**config.mk**
```make
export PLATFORM = sky130hd
export DESIGN_NAME = intel_hex_record_parser_core
export DESIGN_NICKNAME = d
export VERILOG_FILES = /design/src/rtl/ihex_pkg.sv /design/src/rtl/intel_hex_record_parser_core.sv
export SDC_FILE = /design/constraint.sdc
export NUM_CORES = 1
export LEC_CHECK = 0
export BUFFER_PORTS_ARGS = -buffer_cell sky130_fd_sc_hd__buf_2
export CORE_MARGIN = 5
export CORE_UTILIZATION = 45
export CTS_CLUSTER_SIZE = 40
export DETAILED_ROUTE_END_ITERATION = 10
export SYNTH_ARGS = -nofsm -noshare
export SYNTH_HDL_FRONTEND = slang
export SYNTH_SLANG_ARGS = --single-unit
```
**constraint.sdc**
```tcl
create_clock -name clk_i -period 3.6 [get_ports clk_i]
set_input_delay 0.72 -clock clk_i [delete_from_list [all_inputs] [get_ports clk_i]]
set_output_delay 0.72 -clock clk_i [all_outputs]
set_load 0.005 [all_outputs]
```
**src/rtl/ihex_pkg.sv**
```systemverilog
// Shared types, character codes and digit decode for the Intel HEX record parser.
package ihex_pkg;

  // Parser phase: waiting for a record, one per field of a record, done and error
  typedef enum logic [2:0] {
    PH_START   = 3'd0,
    PH_LENGTH  = 3'd1,
    PH_ADDRESS = 3'd2,
    PH_TYPE    = 3'd3,
    PH_BODY    = 3'd4,
    PH_EOF     = 3'd5,
    PH_DONE    = 3'd6,
    PH_ERROR   = 3'd7
  } phase_e;

  // Result kinds
  typedef enum logic [1:0] {
    KIND_DATA  = 2'd0,
    KIND_END   = 2'd1,
    KIND_EOF   = 2'd2,
    KIND_ERROR = 2'd3
  } kind_e;

  // Record types
  localparam logic [15:0] REC_DATA = 16'h0000;
  localparam logic [15:0] REC_EOF  = 16'h0001;

  // Character codes
  localparam logic [7:0] CH_COLON = 8'h3A;
  localparam logic [7:0] CH_LF    = 8'h0A;
  localparam logic [7:0] CH_CR    = 8'h0D;
  localparam logic [7:0] CH_TAB   = 8'h09;
  localparam logic [7:0] CH_SPACE = 8'h20;
  localparam logic [7:0] CH_ZERO  = 8'h30;
  localparam logic [7:0] CH_NINE  = 8'h39;
  localparam logic [7:0] CH_UPPER_A = 8'h41;
  localparam logic [7:0] CH_UPPER_F = 8'h46;

  // End-of-file checksum expected
  localparam logic [7:0] EOF_CHECKSUM = 8'hFF;

  // Decoded hex digit: valid flag and value
  typedef struct packed {
    logic       ok;
    logic [3:0] value;
  } digit_t;

  // Upper-case hex digit decode
  function automatic digit_t decode_digit(input logic [7:0] c);
    digit_t d;
    logic [7:0] diff;
    d    = '0;
    diff = '0;
    if (c >= CH_ZERO && c <= CH_NINE) begin
      diff    = c - CH_ZERO;
      d.ok    = 1'b1;
      d.value = diff[3:0];
    end else if (c >= CH_UPPER_A && c <= CH_UPPER_F) begin
      diff    = c - CH_UPPER_A + 8'd10;
      d.ok    = 1'b1;
      d.value = diff[3:0];
    end
    return d;
  endfunction

endpackage

```
**src/rtl/intel_hex_record_parser_core.sv**
```systemverilog
// Intel HEX record parser: one character per request in, at most one result out.
//
// Input channel: one raw text character per request (in_valid_i/in_ready_o).
// Output channel: one result per request (out_valid_o/out_ready_i) carrying the
// kind (data byte, record end with checksum, end of file, error), the record's
// address and length, the byte index and the byte value.
// A character is decoded and the parse state updated in the cycle it is taken;
// its result, if any, appears on the output register in the following cycle.
// Throughput is one character per clock, set by the single output register:
// in_ready_o is high whenever that register is empty or is being emptied in the
// same cycle. A stalled receiver holds the result and stops new input only
// while the register is full.
// Reset clears the parse state to the start of a line and empties the output.
// Errors are sticky: after one, every character yields an error result until
// reset. After the end-of-file record, characters are taken and dropped.
module intel_hex_record_parser_core (
  input  logic        clk_i,
  input  logic        rst_ni,
  input  logic        in_valid_i,
  output logic        in_ready_o,
  input  logic [7:0]  character_i,
  output logic        out_valid_o,
  input  logic        out_ready_i,
  output logic [1:0]  result_kind_o,
  output logic [15:0] record_address_o,
  output logic [7:0]  record_length_o,
  output logic [7:0]  byte_position_o,
  output logic [7:0]  byte_value_o
);

  // Parse state
  ihex_pkg::phase_e phase_q, phase_d;
  logic [1:0]  digit_cnt_q, digit_cnt_d;
  logic [15:0] acc_q, acc_d;
  logic [7:0]  len_q, len_d;
  logic [15:0] addr_q, addr_d;
  logic [7:0]  seen_q, seen_d;

  // Output register
  logic        out_valid_q, out_valid_d;
  ihex_pkg::kind_e kind_q, kind_d;
  logic [15:0] out_addr_q;
  logic [7:0]  out_len_q;
  logic [7:0]  pos_q, pos_d;
  logic [7:0]  val_q, val_d;

  logic            accept;
  logic            blank;
  ihex_pkg::digit_t dig;
  logic [15:0]     value;
  logic            last_digit;
  logic            in_field;
  logic            res_valid;

  assign in_ready_o = !out_valid_q || out_ready_i;
  assign accept     = in_valid_i && in_ready_o;

  // Character decode
  assign blank = (character_i == ihex_pkg::CH_LF) || (character_i == ihex_pkg::CH_CR) ||
                 (character_i == ihex_pkg::CH_TAB) || (character_i == ihex_pkg::CH_SPACE);
  assign dig   = ihex_pkg::decode_digit(character_i);
  assign value = {acc_q[11:0], dig.value};
  assign last_digit = (phase_q == ihex_pkg::PH_ADDRESS) ? (digit_cnt_q == 2'd3)
                                                        : (digit_cnt_q == 2'd1);
  assign in_field = (phase_q == ihex_pkg::PH_LENGTH) || (phase_q == ihex_pkg::PH_ADDRESS) ||
                    (phase_q == ihex_pkg::PH_TYPE) || (phase_q == ihex_pkg::PH_BODY) ||
                    (phase_q == ihex_pkg::PH_EOF);

  // Next parse state
  always_comb begin
    phase_d     = phase_q;
    digit_cnt_d = digit_cnt_q;
    acc_d       = acc_q;
    len_d       = len_q;
    addr_d      = addr_q;
    seen_d      = seen_q;
    if (accept) begin
      unique case (phase_q)
        ihex_pkg::PH_START: begin
          if (character_i == ihex_pkg::CH_COLON) begin
            phase_d     = ihex_pkg::PH_LENGTH;
            digit_cnt_d = 2'd0;
            acc_d       = '0;
          end else if (!blank) begin
            phase_d = ihex_pkg::PH_ERROR;
          end
        end
        ihex_pkg::PH_DONE, ihex_pkg::PH_ERROR: begin
          phase_d = phase_q;
        end
        default: begin
          if (!dig.ok) begin
            phase_d = ihex_pkg::PH_ERROR;
          end else if (!last_digit) begin
            acc_d       = value;
            digit_cnt_d = digit_cnt_q + 2'd1;
          end else begin
            acc_d       = '0;
            digit_cnt_d = 2'd0;
            unique case (phase_q)
              ihex_pkg::PH_LENGTH: begin
                len_d   = value[7:0];
                seen_d  = '0;
                phase_d = ihex_pkg::PH_ADDRESS;
              end
              ihex_pkg::PH_ADDRESS: begin
                addr_d  = value;
                phase_d = ihex_pkg::PH_TYPE;
              end
              ihex_pkg::PH_TYPE: begin
                if (value == ihex_pkg::REC_DATA) begin
                  seen_d  = '0;
                  phase_d = ihex_pkg::PH_BODY;
                end else if (value == ihex_pkg::REC_EOF) begin
                  phase_d = ihex_pkg::PH_EOF;
                end else begin
                  phase_d = ihex_pkg::PH_ERROR;
                end
              end
              ihex_pkg::PH_BODY: begin
                if (seen_q < len_q) begin
                  seen_d = seen_q + 8'd1;
                end else begin
                  phase_d = ihex_pkg::PH_START;
                end
              end
              ihex_pkg::PH_EOF: begin
                phase_d = (value[7:0] == ihex_pkg::EOF_CHECKSUM) ? ihex_pkg::PH_DONE
                                                                 : ihex_pkg::PH_ERROR;
              end
              default: begin
                phase_d = ihex_pkg::PH_ERROR;
              end
            endcase
          end
        end
      endcase
    end
  end

  // Result for the character taken this cycle
  always_comb begin
    res_valid = 1'b0;
    kind_d    = ihex_pkg::KIND_ERROR;
    pos_d     = '0;
    val_d     = '0;
    priority if (phase_q == ihex_pkg::PH_ERROR) begin
      res_valid = 1'b1;
    end else if (phase_q == ihex_pkg::PH_START) begin
      res_valid = !blank && (character_i != ihex_pkg::CH_COLON);
    end else if (in_field && !dig.ok) begin
      res_valid = 1'b1;
    end else if (in_field && last_digit) begin
      unique case (phase_q)
        ihex_pkg::PH_TYPE: begin
          res_valid = (value != ihex_pkg::REC_DATA) && (value != ihex_pkg::REC_EOF);
        end
        ihex_pkg::PH_BODY: begin
          res_valid = 1'b1;
          val_d     = value[7:0];
          if (seen_q < len_q) begin
            kind_d = ihex_pkg::KIND_DATA;
            pos_d  = seen_q;
          end else begin
            kind_d = ihex_pkg::KIND_END;
          end
        end
        ihex_pkg::PH_EOF: begin
          res_valid = 1'b1;
          if (value[7:0] == ihex_pkg::EOF_CHECKSUM) begin
            kind_d = ihex_pkg::KIND_EOF;
            val_d  = ihex_pkg::EOF_CHECKSUM;
          end
        end
        default: begin
          res_valid = 1'b0;
        end
      endcase
    end else begin
      res_valid = 1'b0;
    end
  end

  // Output register fills on a result, empties when taken
  always_comb begin
    out_valid_d = out_valid_q;
    if (accept) begin
      out_valid_d = res_valid;
    end else if (out_ready_i) begin
      out_valid_d = 1'b0;
    end
  end

  // Control state
  always_ff @(posedge clk_i or negedge rst_ni) begin
    if (!rst_ni) begin
      phase_q     <= ihex_pkg::PH_START;
      digit_cnt_q <= '0;
      acc_q       <= '0;
      len_q       <= '0;
      addr_q      <= '0;
      seen_q      <= '0;
      out_valid_q <= 1'b0;
    end else begin
      phase_q     <= phase_d;
      digit_cnt_q <= digit_cnt_d;
      acc_q       <= acc_d;
      len_q       <= len_d;
      addr_q      <= addr_d;
      seen_q      <= seen_d;
      out_valid_q <= out_valid_d;
    end
  end

  // Result payload
  always_ff @(posedge clk_i) begin
    if (accept && res_valid) begin
      kind_q     <= kind_d;
      out_addr_q <= addr_q;
      out_len_q  <= len_q;
      pos_q      <= pos_d;
      val_q      <= val_d;
    end
  end

  assign out_valid_o      = out_valid_q;
  assign result_kind_o    = kind_q;
  assign record_address_o = out_addr_q;
  assign record_length_o  = out_len_q;
  assign byte_position_o  = pos_q;
  assign byte_value_o     = val_q;

endmodule

```
# Word-level counts from Yosys, hierarchy flattened
# Cells that the tools add are included.
# word_totals
regBits,92
output_inout_bits,44
wordCells,122
# classes
n_addsub,5
n_lt_le_gt_ge,5
eq_ne,24
n_mux,36
bitwise_logic,5
n_reduce_logical,35
# ops
cell,n
$mux W12,3
$eq A8 B4 Y1 const B,3
$mux W8,3
$pmux W12 S2,1
$pmux W8 S3,1
$eq A16 B1 Y1 const B,1
$eq A8 B6 Y1 const B,2
$logic_not A16 Y1,1
$ne A16 B1 Y1 const B,1
$pmux W8 S2,1
$reduce_bool A16 Y1,1
$mux W3,5
$pmux W3 S5,1
$reduce_and A5 Y1,3
$eq A3 B3 Y1 const B,4
$mux W1,10
$mux W2,5
$mux W5,2
$add A8 B1 Y8 const B,1
$eq A8 B8 Y1 const B,1
$ge A8 B6 Y1 const B,1
$ge A8 B7 Y1 const B,1
$le A8 B6 Y1 const B,1
$le A8 B7 Y1 const B,1
other kinds (30),56

# Depth between registers and ports, before layout
# depth
depth_word,12
mapped_depth,10

# Worst setup path after synthesis
# No wires, ideal clock.
# synth_path
path_type,input port to flip-flop
start,in character_i[7]
end,"reg pos_q[0], in the netlist byte_position_o[0] (enable)"
setup_ns,0.404
t_arrival_ns,3.235
required_time_ns,3.196
path_slack_ns,-0.039
path_stages,7
cell_sequence,or4b_4 -> nor4_4 -> buf_4 -> nor3_1 -> o21a_1 -> o211ai_1 -> and3_1
# synth_between
elab_chain_len,12
elab_cells_between_ends,29
# synth_rtl
item,line,rtl
start: declaration,intel_hex_record_parser_core.sv:21,"input logic [7:0] character_i,"
$ge A8 B7 Y1 / $le A8 B7 Y1 (equally long branches),ihex_pkg.sv:58,end else if (c >= CH_UPPER_A && c <= CH_UPPER_F) begin
$logic_and A1 B1 Y1,ihex_pkg.sv:58,
$mux W5,ihex_pkg.sv:58,
$mux W5,ihex_pkg.sv:54,if (c >= CH_ZERO && c <= CH_NINE) begin
$ne A16 B1 Y1 / $reduce_bool A16 Y1 (equally long branches),intel_hex_record_parser_core.sv:156,res_valid = (value != ihex_pkg::REC_DATA) && (value != ihex_pkg::REC_EOF);
$logic_and A1 B1 Y1,intel_hex_record_parser_core.sv:156,
$pmux W1 S2,intel_hex_record_parser_core.sv:154,unique case (phase_q)
$mux W1,intel_hex_record_parser_core.sv:153,end else if (in_field && last_digit) begin
$mux W1,intel_hex_record_parser_core.sv:151,end else if (in_field && !dig.ok) begin
$mux W1 (*),intel_hex_record_parser_core.sv:149,end else if (phase_q == ihex_pkg::PH_START) begin
$mux W1 (*),intel_hex_record_parser_core.sv:147,priority if (phase_q == ihex_pkg::PH_ERROR) begin
$logic_and A1 B1 Y1 (*),intel_hex_record_parser_core.sv:217,if (accept && res_valid) begin
end signal: assignment,intel_hex_record_parser_core.sv:221,pos_q <= pos_d;
end: declaration,intel_hex_record_parser_core.sv:44,"logic [7:0] pos_q, pos_d;"
# Mark *: on every way between the ends. The rest lies on a longest branch, timed or not.
# A chain may end at the register's enable or synchronous reset.

# Final worst setup path
# layout_path
start,in character_i[0]
end,"reg val_q[2], in the netlist byte_value_o[2], data pin"
# layout_between
elab_chain_len,7
elab_cells_between_ends,17
# layout_rtl
item,line,rtl
"$sub A4 B1 Y4, or another cell as far along",ihex_pkg.sv:59,diff = c - CH_UPPER_A + 8'd10;
$add A4 B4 Y4 / $logic_and A1 B1 Y1 (equally long branches),"ihex_pkg.sv:59, ihex_pkg.sv:58",
$mux W5,ihex_pkg.sv:58,
$mux W5 (*),ihex_pkg.sv:54,
$eq A8 B8 Y1 / $logic_not A1 Y1 (equally long branches),"intel_hex_record_parser_core.sv:170, intel_hex_record_parser_core.sv:151",
$mux W8 / $logic_and A1 B1 Y1 (equally long branches),"intel_hex_record_parser_core.sv:170, intel_hex_record_parser_core.sv:151",
$pmux W8 S2 / $reduce_or A4 Y1 (equally long branches),--,
end signal: assignment,intel_hex_record_parser_core.sv:222,val_q <= val_d;
end: declaration,intel_hex_record_parser_core.sv:45,"logic [7:0] val_q, val_d;"
# Marks and branches as above.

==> impl_metrics.xml <==
<?xml version="1.0" encoding="UTF-8"?>
<metrics>
  <group name="outcome">
    <metric name="result_of_the_run" unit="">complete, no violations</metric>
  </group>
  <group name="floorplanning">
    <metric name="die_area" unit="µm²">11500</metric>
    <metric name="die_w" unit="µm">107</metric>
    <metric name="io_pins" unit="">56</metric>
    <metric name="initial_core_util" unit="%">46.0</metric>
    <metric name="coreArea" unit="µm²">9240</metric>
    <metric name="core.rowCount" unit="">35</metric>
    <metric name="floorplan.die.height" unit="µm">107</metric>
  </group>
  <group name="synthesis">
    <metric name="yosys_most_used_dff" unit="">dfrtp_1</metric>
    <metric name="synth_seq_cells" unit="">92</metric>
    <metric name="asyncSetResetFlopFracSynth" unit="%">54.3</metric>
    <metric name="syn_inst" unit="">376</metric>
    <metric name="synthesis.area_per_instance" unit="µm²">11.3</metric>
    <metric name="synth-compound-area-share" unit="%">12.8</metric>
    <metric name="synthesis.nets" unit="">400</metric>
    <metric name="count_of_flip_flops_with_a_built_in_enable_after_synthesis" unit="">42</metric>
    <metric name="synth.mux.area_fraction" unit="%">4.21</metric>
    <metric name="seq_area_frac_synth" unit="%">59.1</metric>
    <metric name="synthDistinctLibCells" unit="">53</metric>
    <metric name="synth-xor-area-share" unit="%">0.412</metric>
    <metric name="ys_warn_count" unit="">0</metric>
    <metric name="dominant_combinational_cell_family_by_area_after_synthesis" unit="">simple AND/OR/NAND/NOR gates</metric>
    <metric name="post_synth_and_or_nand_nor_area_fraction" unit="%">16.9</metric>
    <metric name="netlist_area" unit="µm²">4250</metric>
    <metric name="post_synth_fa_ha_maj_area_fraction" unit="%">3.53</metric>
  </group>
  <group name="detailed_routing">
    <metric name="routed_wire_length_per_instance" unit="µm">16.1</metric>
    <metric name="via_cell_ratio" unit="">5.37</metric>
    <metric name="drtAntennaViolNets" unit="">0</metric>
    <metric name="drt-total-wl" unit="µm">9210</metric>
    <metric name="drt_first_pass_iters" unit="">4</metric>
    <metric name="drc_errors" unit="">0</metric>
    <metric name="routed-via-count" unit="">3068</metric>
    <metric name="dr.first_iter.drc_count" unit="">113</metric>
  </group>
  <group name="placed_design">
    <metric name="buffer_ports.inserted" unit="">55</metric>
    <metric name="place.detailed.hpwl" unit="µm">6590</metric>
    <metric name="place_congestion" unit="">0.848</metric>
    <metric name="placedInstanceArea" unit="µm²">4720</metric>
  </group>
  <group name="sta">
    <metric name="relSlewSlack" unit="%">42.6</metric>
    <metric name="setup-violations-final" unit="">0</metric>
    <metric name="max_freq" unit="GHz">0.320</metric>
    <metric name="grt_setup_unrepaired" unit="">false</metric>
    <metric name="report.final.hold_viol_count" unit="">0</metric>
    <metric name="fin_skew" unit="ns">0.0130</metric>
    <metric name="final.min_clock_period" unit="ns">3.12</metric>
    <metric name="timing_worst_slew_pin_value" unit="ns">0.862</metric>
    <metric name="layout_worst_path_cycle_share" unit="%">86.7</metric>
    <metric name="fin_tns_setup" unit="ns">0</metric>
    <metric name="slew_limit_fails" unit="">0</metric>
  </group>
  <group name="worst_setup_path">
    <metric name="r2r_slack" unit="ns">0.98</metric>
    <metric name="reg2reg_from" unit="">acc_q[0]$_DFFE_PN0P_</metric>
    <metric name="setup.worst_path.start_class" unit="">primary input</metric>
    <metric name="worstPathCellList" unit="">buf_2 -&gt; inv_1 -&gt; ha_1 -&gt; o21bai_1 -&gt; a21oi_1 -&gt; a22oi_2 -&gt; nor4_2 -&gt; nand3_1 -&gt; o21ai_0</metric>
    <metric name="critical_path_peak_fanout" unit="">11</metric>
    <metric name="worst_ep_required_time" unit="ns">3.80</metric>
    <metric name="worst_setup_path_category" unit="">primary input to flip-flop</metric>
    <metric name="worst_setup_path_end_kind" unit="">flip-flop</metric>
    <metric name="critical_path_cell_count" unit="">9</metric>
    <metric name="terminus_of_the_critical_flop_to_flop_path" unit="">seen_q[4]$_DFFE_PN0P_</metric>
    <metric name="critical_path.slowest_cell" unit="">a21oi_1</metric>
    <metric name="timing.critical_path.slowest_cell_delay" unit="ns">0.72</metric>
    <metric name="ff2ff_path_depth" unit="">6</metric>
    <metric name="crit_family" unit="">compound AO/OA/AOI/OAI gates</metric>
    <metric name="critical_path.n_buffers_inverters" unit="">2</metric>
    <metric name="worst-endpoint-arrival" unit="ns">3.32</metric>
    <metric name="critPathLaunch" unit="">character_i[0]</metric>
  </group>
  <group name="global_routing">
    <metric name="grt_remaining_overflow" unit="">0</metric>
    <metric name="global_route.usage.met2" unit="%">25.9</metric>
    <metric name="gr-usage-met3" unit="%">3.55</metric>
    <metric name="grt_antenna_before_repair" unit="">0</metric>
    <metric name="grt_use_met1" unit="%">23.7</metric>
    <metric name="globalRoute.busiestLayer" unit="">met2</metric>
    <metric name="global_route_wire_length_before_repair" unit="µm">15000</metric>
    <metric name="grt_pass1_vias" unit="">2832</metric>
    <metric name="maximum_number_of_pins_on_one_net_before_global_route_repair" unit="">39</metric>
    <metric name="globalRouteTotalUtil" unit="%">16.7</metric>
  </group>
  <group name="clocking">
    <metric name="clock_tree.buffer_depth" unit="">2</metric>
    <metric name="cts_htree_levels" unit="">3</metric>
    <metric name="clkSlewWorstSetupHoldPaths" unit="ns">0.09</metric>
    <metric name="cts_root_buffer" unit="">clkbuf_8</metric>
    <metric name="setup_fix_buffers_added_after_clock_tree_synthesis" unit="">0</metric>
    <metric name="cts.repair.resized" unit="">0</metric>
    <metric name="cts_hold_repair.buffers" unit="">0</metric>
    <metric name="clk-insertion-delay-late" unit="ns">0.36</metric>
    <metric name="clkSinkCount" unit="">92</metric>
    <metric name="cts_tree" unit="">yes</metric>
    <metric name="number_of_buffers_inserted_during_clock_tree_synthesis" unit="">9</metric>
  </group>
  <group name="pwr">
    <metric name="power.density_cell_area" unit="nW/µm²">458</metric>
    <metric name="total_leakage_power" unit="µW">0.00215</metric>
    <metric name="peak_supply_drop" unit="mV">0.184</metric>
    <metric name="totalPowerFinal" unit="µW">2270</metric>
  </group>
  <group name="job">
    <metric name="cap_violations" unit="">0</metric>
  </group>
  <group name="cells_and_area">
    <metric name="final_layout_size_suffix_gt1_share" unit="%">24.7</metric>
    <metric name="final_net_count" unit="">461</metric>
    <metric name="antennaDiodeCount" unit="">0</metric>
    <metric name="stdcell_area" unit="µm²">4950</metric>
    <metric name="syn2layout_area_growth" unit="%">16.4</metric>
  </group>
  <group name="worst_hold_path">
    <metric name="timing.hold.worst.class" unit="">primary input to asynchronous set/reset pin</metric>
  </group>
</metrics>
final cells by class:
type                            instances  area (µm²)
Tap cell                              129         161
Clock inverter                          6         101
Inverter                               15        56.3
Clock buffer                           10         128
Multi-Input combinational cell        252        1610
Fill cell                             807        4290
Timing Repair Buffer                   67         378
Sequential cell                        92        2510
report_power, final:
group	total [µW]	switching (µW)	internal (µW)
Clock	780	380	400
Sequential	1240	52.8	1190
Combinational	249	143	106
cells by family after synthesis:
group | count (synthesis)
buffers and inverters | 32
and+or+nand+nor | 134
muxes | 16
AOI/OAI and AO/OA | 88
DFF | 92
xor gates and xnor gates | 2
adders and majority gates | 12
cells in the mapped netlist (6+ instances only):
library cell	number	area (µm²)
a21oi_1	21	105
and3_1	14	87.6
clkbuf_1	11	41.3
dfrtp_1	50	1250
edfxtp_1	42	1260
ha_1	12	150
inv_1	15	56.3
mux2_2	15	169
nand2_1	55	206
nor2_1	16	60.1
nor3_1	7	35.0
nor3b_1	6	45.0
o21ai_0	37	185
or3_1	6	37.5
worst reg2reg max path, stage by stage (launching register included):
cell and delay, ns:
dfrtp_1 0.50, nor4_1 0.39, nand3_1 0.22, o31ai_1 0.41
o211ai_1 0.42, or3_1 0.46, a21oi_1 0.15
worst max-delay path by stage:
stage,end,slack (ns)
after floorplan,byte_position_o[0]$_SDFFCE_PP0P_,0.41
after global placement,byte_value_o[3]$_SDFFCE_PP0P_,0.27
after detailed placement,byte_value_o[2]$_SDFFCE_PP0P_,0.14
after CTS,byte_value_o[2]$_SDFFCE_PP0P_,0.52
after global routing,byte_value_o[2]$_SDFFCE_PP0P_,0.17
final,byte_value_o[2]$_SDFFCE_PP0P_,0.48
routing by layer:
metal,share of wire (%),vias up
li1,-,1490
met1,47,1485
met2,48,84
met3,4.8,9
met4,0.97,0
met5,0,-
through the flow:
step | hold WS [ns] | utilization [%] | instances | setup WS, ns
2_1_floorplan | 0.421 | - | 376 | 0.408
3_3_place_gp | 0.427 | 51.1 | 555 | 0.267
3_5_place_dp | 0.431 | 51.1 | 555 | 0.136
4_1_cts | 0.450 | 53.5 | 571 | 0.523
5_1_grt | 0.460 | 53.5 | 571 | 0.165
6_report | 0.451 | 53.5 | 571 | 0.479
sequential cells by signal (all words and copies together) (netlist names):
register	flops
digit_cnt_q	2
phase_q	3
byte_value_o	8
record_address_o	16
result_kind_o	2
out_valid_o	1
byte_position_o	8
acc_q	12
record_length_o	8
len_q	8
seen_q	8
addr_q	16
cell usage in the layout (no fill, tap or decap), drive strengths merged, types with 2 or more instances in the layout:
master  synthesis  routed
o21bai          2       2
bufinv          0       2
nor4            7       7
a41oi           2       2
nand2          55      55
or2             2       2
or3             6       6
o21a            2       2
xnor2           2       2
nand2b          5       5
ha             12      12
nor3b           6       6
inv            15      15
o21ai          38      38
dfrtp          50      50
and4            2       2
edfxtp         42      42
nor2b           3       3
o31ai           2       2
nand3           5       5
nand3b          2       2
a211oi          2       2
clkinv          0       3
nor2           16      16
mux2           15      15
a21oi          21      21
nor3            8       8
a22oi           2       2
buf             5      67
and3           14      14
o211ai          5       5
a21o            2       2
clkbuf         12      10
Note: power is estimated with default switching activity, not from simulation.
